## src/sv/gcdlcm_pkg.sv

```systemverilog
`default_nettype none

package gcdlcm_pkg;

   localparam int unsigned FIELD_WIDTH           = 32;
   localparam int unsigned MULTIPLE_WIDTH        = 2 * FIELD_WIDTH;
   localparam int unsigned OPERAND_WIDTH_DEFAULT = 32;

endpackage : gcdlcm_pkg

`default_nettype wire

```

## src/sv/gcd_and_lcm_top.sv

```systemverilog
// Each division runs on the shared restoring divider; an item takes one division per
// Euclid remainder step (at most 46 at 32 bits), one for a / gcd, then a shift-and-add
// multiply into the result beat; when both operands are zero no division is run.
// Throughput: one item at a time; busy stays high until the result strobe is raised.
// The receiver cannot stall: rsp_valid is high for exactly one cycle per item.
// Reset: synchronous, active high; returns to idle and drops any item at work.
`default_nettype none

module gcd_and_lcm_top #(
   parameter int unsigned OPERAND_WIDTH = gcdlcm_pkg::OPERAND_WIDTH_DEFAULT
) (
   input  wire logic                                  clock,
   input  wire logic                                  reset,
   input  wire logic                                  start,
   output logic                                       busy,
   input  wire logic [gcdlcm_pkg::FIELD_WIDTH-1:0]    req_first_operand,
   input  wire logic [gcdlcm_pkg::FIELD_WIDTH-1:0]    req_second_operand,
   output logic                                       rsp_valid,
   output logic [gcdlcm_pkg::FIELD_WIDTH-1:0]         rsp_divisor,
   output logic [gcdlcm_pkg::MULTIPLE_WIDTH-1:0]      rsp_multiple
);

   localparam int unsigned W     = OPERAND_WIDTH;
   localparam int unsigned CNT_W = $clog2(W);

   typedef enum logic [2:0] {
      ST_IDLE,
      ST_CHECK,
      ST_EUCLID,
      ST_DIVQ,
      ST_MUL
   } state_type;

   state_type        state_ff;
   logic [W-1:0]     a_ff, b_ff;
   logic [W-1:0]     x_ff, y_ff;
   logic [W-1:0]     g_ff;
   logic [2*W-1:0]   mcand_ff;
   logic [W-1:0]     mplier_ff;
   logic [2*W-1:0]   acc_ff, acc_in;
   logic [CNT_W-1:0] cnt_ff;
   logic             valid_ff;

   logic             div_start;
   logic [W-1:0]     div_dividend;
   logic [W-1:0]     div_divisor;
   logic             div_done;
   logic [W-1:0]     div_quotient;
   logic [W-1:0]     div_remainder;

   logic             accept;

   assign accept = start && (state_ff == ST_IDLE);

   // a Euclid step while y is non-zero, otherwise a / gcd unless the gcd is zero
   always_comb begin
      div_start    = 1'b0;
      div_dividend = x_ff;
      div_divisor  = y_ff;
      if (state_ff == ST_CHECK) begin
         if (y_ff != '0) begin
            div_start = 1'b1;
         end else begin
            div_start    = (x_ff != '0);
            div_dividend = a_ff;
            div_divisor  = x_ff;
         end
      end
   end

   assign acc_in = acc_ff + (mplier_ff[0] ? mcand_ff : '0);

   gcdlcm_div #(
      .OPERAND_WIDTH(W)
   ) u_div (
      .clock    (clock),
      .reset    (reset),
      .start    (div_start),
      .dividend (div_dividend),
      .divisor  (div_divisor),
      .done     (div_done),
      .quotient (div_quotient),
      .remainder(div_remainder)
   );

   always_ff @(posedge clock) begin
      if (reset) begin
         state_ff <= ST_IDLE;
         valid_ff <= 1'b0;
      end else begin
         valid_ff <= 1'b0;
         case (state_ff)
            ST_IDLE: begin
               if (accept) begin
                  a_ff     <= req_first_operand[W-1:0];
                  b_ff     <= req_second_operand[W-1:0];
                  x_ff     <= req_first_operand[W-1:0];
                  y_ff     <= req_second_operand[W-1:0];
                  state_ff <= ST_CHECK;
               end
            end
            ST_CHECK: begin
               if (y_ff != '0) begin
                  state_ff <= ST_EUCLID;
               end else if (x_ff != '0) begin
                  g_ff     <= x_ff;
                  state_ff <= ST_DIVQ;
               end else begin
                  // both operands zero: no division
                  g_ff     <= '0;
                  acc_ff   <= '0;
                  valid_ff <= 1'b1;
                  state_ff <= ST_IDLE;
               end
            end
            ST_EUCLID: begin
               if (div_done) begin
                  x_ff     <= y_ff;
                  y_ff     <= div_remainder;
                  state_ff <= ST_CHECK;
               end
            end
            ST_DIVQ: begin
               if (div_done) begin
                  mcand_ff  <= {{W{1'b0}}, div_quotient};
                  mplier_ff <= b_ff;
                  acc_ff    <= '0;
                  cnt_ff    <= '0;
                  state_ff  <= ST_MUL;
               end
            end
            ST_MUL: begin
               acc_ff    <= acc_in;
               mcand_ff  <= {mcand_ff[2*W-2:0], 1'b0};
               mplier_ff <= {1'b0, mplier_ff[W-1:1]};
               cnt_ff    <= cnt_ff + CNT_W'(1);
               if (cnt_ff == CNT_W'(W - 1)) begin
                  valid_ff <= 1'b1;
                  state_ff <= ST_IDLE;
               end
            end
            default: begin
               state_ff <= ST_IDLE;
            end
         endcase
      end
   end

   always_comb begin
      rsp_divisor         = '0;
      rsp_divisor[W-1:0]  = g_ff;
      rsp_multiple        = '0;
      rsp_multiple[2*W-1:0] = acc_ff;
   end

   assign busy      = (state_ff != ST_IDLE);
   assign rsp_valid = valid_ff;

   a_accept_busy: assert property (@(posedge clock) disable iff (reset)
      (start && !busy) |=> busy)
      else $error("busy not raised after an accepted beat");

   a_single_strobe: assert property (@(posedge clock) disable iff (reset)
      rsp_valid |=> !rsp_valid)
      else $error("result strobe held for more than one cycle");

   a_zero_gcd: assert property (@(posedge clock) disable iff (reset)
      (rsp_valid && (rsp_divisor == '0)) |-> (rsp_multiple == '0))
      else $error("non-zero multiple with zero divisor");

   a_div_owner: assert property (@(posedge clock) disable iff (reset)
      div_done |-> ((state_ff == ST_EUCLID) || (state_ff == ST_DIVQ)))
      else $error("divider finished outside a division state");

endmodule : gcd_and_lcm_top

`default_nettype wire

```

## src/sv/gcdlcm_div.sv

```systemverilog
`default_nettype none

module gcdlcm_div #(
   parameter int unsigned OPERAND_WIDTH = gcdlcm_pkg::OPERAND_WIDTH_DEFAULT
) (
   input  wire logic                     clock,
   input  wire logic                     reset,
   input  wire logic                     start,
   input  wire logic [OPERAND_WIDTH-1:0] dividend,
   input  wire logic [OPERAND_WIDTH-1:0] divisor,
   output logic                          done,
   output logic [OPERAND_WIDTH-1:0]      quotient,
   output logic [OPERAND_WIDTH-1:0]      remainder
);

   localparam int unsigned CNT_W = $clog2(OPERAND_WIDTH);

   logic [OPERAND_WIDTH-1:0] rem_ff, rem_in;
   logic [OPERAND_WIDTH-1:0] quo_ff, quo_in;
   logic [OPERAND_WIDTH-1:0] dvs_ff;
   logic [CNT_W-1:0]         cnt_ff;
   logic                     run_ff;
   logic                     done_ff;

   logic [OPERAND_WIDTH:0]   trial;
   logic [OPERAND_WIDTH:0]   diff;
   logic                     fits;

   // one restoring step: bring down the next dividend bit, subtract if it fits
   always_comb begin
      trial  = {rem_ff, quo_ff[OPERAND_WIDTH-1]};
      diff   = trial - {1'b0, dvs_ff};
      fits   = (trial >= {1'b0, dvs_ff});
      rem_in = fits ? diff[OPERAND_WIDTH-1:0] : trial[OPERAND_WIDTH-1:0];
      quo_in = {quo_ff[OPERAND_WIDTH-2:0], fits};
   end

   always_ff @(posedge clock) begin
      if (reset) begin
         run_ff  <= 1'b0;
         done_ff <= 1'b0;
         cnt_ff  <= '0;
      end else begin
         done_ff <= 1'b0;
         if (start) begin
            rem_ff <= '0;
            quo_ff <= dividend;
            dvs_ff <= divisor;
            cnt_ff <= '0;
            run_ff <= 1'b1;
         end else if (run_ff) begin
            rem_ff <= rem_in;
            quo_ff <= quo_in;
            cnt_ff <= cnt_ff + CNT_W'(1);
            if (cnt_ff == CNT_W'(OPERAND_WIDTH - 1)) begin
               run_ff  <= 1'b0;
               done_ff <= 1'b1;
            end
         end
      end
   end

   assign done      = done_ff;
   assign quotient  = quo_ff;
   assign remainder = rem_ff;

endmodule : gcdlcm_div

`default_nettype wire

```

## config.mk

```make
export PLATFORM = sky130hd
export DESIGN_NAME = gcd_and_lcm_top
export DESIGN_NICKNAME = d
export VERILOG_FILES = /design/src/sv/gcdlcm_pkg.sv /design/src/sv/gcd_and_lcm_top.sv /design/src/sv/gcdlcm_div.sv
export SDC_FILE = /design/constraint.sdc
export NUM_CORES = 1
export LEC_CHECK = 0
export BUFFER_PORTS_ARGS = -buffer_cell sky130_fd_sc_hd__buf_2
export CAP_MARGIN = 5
export CORE_MARGIN = 3
export CORE_UTILIZATION = 35
export DETAILED_ROUTE_END_ITERATION = 8
export GPL_TIMING_DRIVEN = 0
export PLACE_DENSITY_LB_ADDON = 0.1
export SETUP_SLACK_MARGIN = 0.1
export SYNTH_ARGS = -nofsm -noshare
export SYNTH_HDL_FRONTEND = slang
export SYNTH_SLANG_ARGS = --single-unit
```

## constraint.sdc

```tcl
create_clock -name clock -period 22 [get_ports clock]
set_clock_uncertainty 0.15 [all_clocks]
set_input_delay 5.5 -clock clock [delete_from_list [all_inputs] [get_ports clock]]
set_output_delay 5.5 -clock clock [all_outputs]
set_load 0.02 [all_outputs]
```

==> impl_metrics.csv <==
group,metric,value,unit
floorplanning,die_w,262,um
critical_path,crit_type,"reg -> out",
logic_synthesis,synth_cells,2065,
clocking,cts_resized,0,
clocking,cts_sinks,432,
power_and_ir_drop,p_sw,1240,uW
critical_path,reg2reg_from,"mplier_ff[0]",
power_and_ir_drop,clkPwrFrac,23.7,%
power_and_ir_drop,power_frac_comb,38.3,%
power_and_ir_drop,p_int,2080,uW
floorplanning,die_h,262,um
floorplanning,core-area,64700,um^2
critical_path,cp.arrival,2.32,ns
cells_and_area,mostFrequentLayoutCell,"edfxtp_1",
timing,timing.hold.ws,0.356,ns
power_and_ir_drop,leakage,0.0105,uW
floorplanning,die-area,68800,um^2
run_status,outcome,"complete, no violations",
logic_synthesis,synth_flop_cell,"edfxtp_1",
cells_and_area,multiInputGateArea,9450,um^2
routing,firstDrtPassIters,7,
routing,via_count,16500,
routing,ant_nets,0,
critical_path,startpoint,"state_ff[2]",
clocking,clock_path_buffers,3,
floorplanning,placementRows,93,
routing,route.detailed.drc,0,
power_and_ir_drop,p_seq_share,38.0,%
timing,maxSlewViolCount,0,
placed_design,portBuffers,164,
clocking,postCtsSetupBuffers,0,
cells_and_area,layout_common_cells,"421 x edfxtp_1, 267 x nand2_1, 204 x nor2_1",
routing,drt_wl_total,66.9,mm
timing,final-setup-viol-count,0,
placed_design,routabilityCongestion,0.899,
critical_path,reg2reg_depth,16,
routing,first_iter_violations,1051,
cells_and_area,nNetsFinal,2482,
critical_path,worstSetupStartpointType,"flop",
logic_synthesis,synth_edf_count,421,
placed_design,dp_hpwl,52.1,mm
clocking,cts_hold_buf,0,
timing,fin_crit,7.97,ns
critical_path,rrSetupSlack,16.78,ns
global_route,grt_pass1_vias,17000,
clocking,worstSkewPairLatency,0.58,ns
logic_synthesis,netlist_area,23000,um^2
timing,hold_viol,0,
timing,max_freq,0.125,GHz
cells_and_area,seqCellArea,12900,um^2
global_route,antenna_found_initial,0,
critical_path,crit_required,16.35,ns
floorplanning,ios,165,
timing,period_share,36.2,%
logic_synthesis,ys_warn_count,0,
power_and_ir_drop,power_density,124,nW/um^2
logic_synthesis,synth_seq_cells,432,
cells_and_area,layout-drive-gt1-share,16.3,%
logic_synthesis,synth_cell_type_count,75,
power_and_ir_drop,ir_drop,0.0575,mV
logic_synthesis,synth_fp_nets,2233,
floorplanning,start_util,35.5,%
critical_path,worst_setup_path_end_kind,"output port",
clocking,cts_tree,"yes",
power_and_ir_drop,swShare,37.4,%
critical_path,rr_endpoint,"rsp_multiple[50]",
clocking,numCtsBuffers,50,
logic_synthesis,yosysSeqAreaShare,55.9,%
global_route,grt_usage,19.1,%
routing,vias_per_cell,5.14,
timing,rsz0062_at_grt,"false",
critical_path,crit_fanout,10,
flow_run,cap_viol_max_count,0,
logic_synthesis,avgSynthCellArea,11.1,um^2
clocking,htreeDepth,2,
timing,relSlewSlack,21.9,%
critical_path,endpoint,"busy",
min_path,hold_class,"reg -> reg",
clocking,root_buffer,"clkbuf_16",
cells_and_area,syn_to_final_growth,16.7,%
cells_and_area,nFillCells,6433,
routing,drt-wirelength-per-cell,20.9,um
cells_and_area,antenna-diode-count,0,
global_route,grt_pass1_wl,102,mm
timing,timing.setup.tns,0,ns
logic_synthesis,synthArstFlopShare,0,%
clocking,clk_pin_slew,0.06,ns
global_route,grt_max_degree,30,
timing,worst_pin_slew,1.17,ns
global_route,gr-total-overflow,0,
==> cell usage after synthesis, drive strengths merged, types with 4 or more instances <==
library cell    n  area, um^2
a2111oi         5        43.8
a211o           6        52.6
a211oi         13         103
a21boi          5        37.5
a21o           93         698
a21oi         156         788
a31oi          13         103
and2           73         459
and3           46         288
buf            22         135
clkbuf        105         394
dfxtp          11         220
edfxtp        421       12600
ha             99        1240
inv            53         199
mux2           64         721
mux2i          47         470
nand2         267        1000
nand2b         11        68.8
nand3          26         130
nand4          27         169
nor2          207         777
nor2b          11        68.8
nor3           20         110
nor4           27         169
o211ai          4        30.0
o21a           15         113
o21ai          48         252
o21bai         21         158
o31ai          10         108
or2             4        25.0
or3             8        50.1
xnor2          45         394
xor2           40         350
==> area by class of cell <==
type	instances	share of cell area [%]
Buffer	127	1.97
Clock buffer	68	5.22
Sequential cell	432	47.9
Timing Repair Buffer	197	4.49
Multi-Input combinational cell	1453	35.2
Clock inverter	18	0.415
Inverter	53	0.742
Tap cell	855	3.99
==> stage by stage <==
step / power (uW) / instances / setup WS [ns] / cell area (um^2) / utilization [%]
floorplan: 2150 / 2065 / 5.54 / 23000 / -
global placement: 2550 / 3084 / -1.39 / 24900 / 38.5
detailed placement: 2550 / 3116 / 13.78 / 25300 / 39.1
CTS: 3350 / 3202 / 13.98 / 26800 / 41.5
global route: 3540 / 3203 / 13.91 / 26800 / 41.5
finish: 3310 / 3203 / 14.03 / 26800 / 41.5
==> worst min path at each step <==
stage                    start         endpoint  slack, ns  depth (start not counted)
2_1_floorplan  u_div.cnt_ff[4]  u_div.cnt_ff[4]       0.32                          2
3_3_place_gp   u_div.cnt_ff[4]  u_div.cnt_ff[4]       0.33                          2
3_5_place_dp      mplier_ff[4]     mplier_ff[3]       0.35                          2
4_1_cts        u_div.cnt_ff[4]  u_div.cnt_ff[4]       0.36                          2
5_1_grt               b_ff[23]    mplier_ff[23]       0.37                          2
6_report       u_div.cnt_ff[4]  u_div.cnt_ff[4]       0.36                          2
==> state kept, by name, indices dropped and copies added (netlist names), 3 cells and up <==
name             count
mplier_ff           32
u_div.quotient      32
b_ff                32
state_ff             3
rsp_multiple        64
a_ff                32
mcand_ff            64
u_div.cnt_ff         5
y_ff                32
rsp_divisor         32
cnt_ff               5
u_div.dvs_ff        32
u_div.remainder     32
x_ff                32
==> per-layer routing <==
metal / vias to the layer above / GRT usage [%] / routed length (um)
li1: 8006 / - / -
met1: 7949 / 24.8 / 29200
met2: 388 / 32.8 / 32500
met3: 109 / 2.92 / 3020
met4: 0 / 6.40 / 2250
met5: - / 0 / 0
==> power by group through the flow <==
| stage | logic [uW] | registers [uW] | clock network, uW |
|---|---|---|---|
| 3_5_place_dp | 1270 | 1280 | 0 |
| 5_1_grt | 1420 | 1270 | 843 |
| 2_1_floorplan | 859 | 1290 | 0 |
| 4_1_cts | 1280 | 1260 | 810 |
| 6_report | 1270 | 1260 | 786 |
| 3_3_place_gp | 1220 | 1320 | 0 |
==> critical path, cell delays in order (launching register included) <==
cell	delay (ns)
dfxtp_1	0.30
clkbuf_1	0.40
clkbuf_1	0.64
or3_1	0.23
buf_2	0.17
==> cell families after synthesis <==
family                   Yosys count  share of synthesized area (%)
XOR/XNOR                          85                           3.24
buffers and inverters            180                           3.17
AND/OR/NAND/NOR                  737                           14.8
multiplexers                     111                           5.18
AO/OA/AOI/OAI                    419                           12.1
flip-flops                       432                           55.9
adder cells (fa/ha/maj)          101                           5.56
Power figures use the tool's default switching activity.
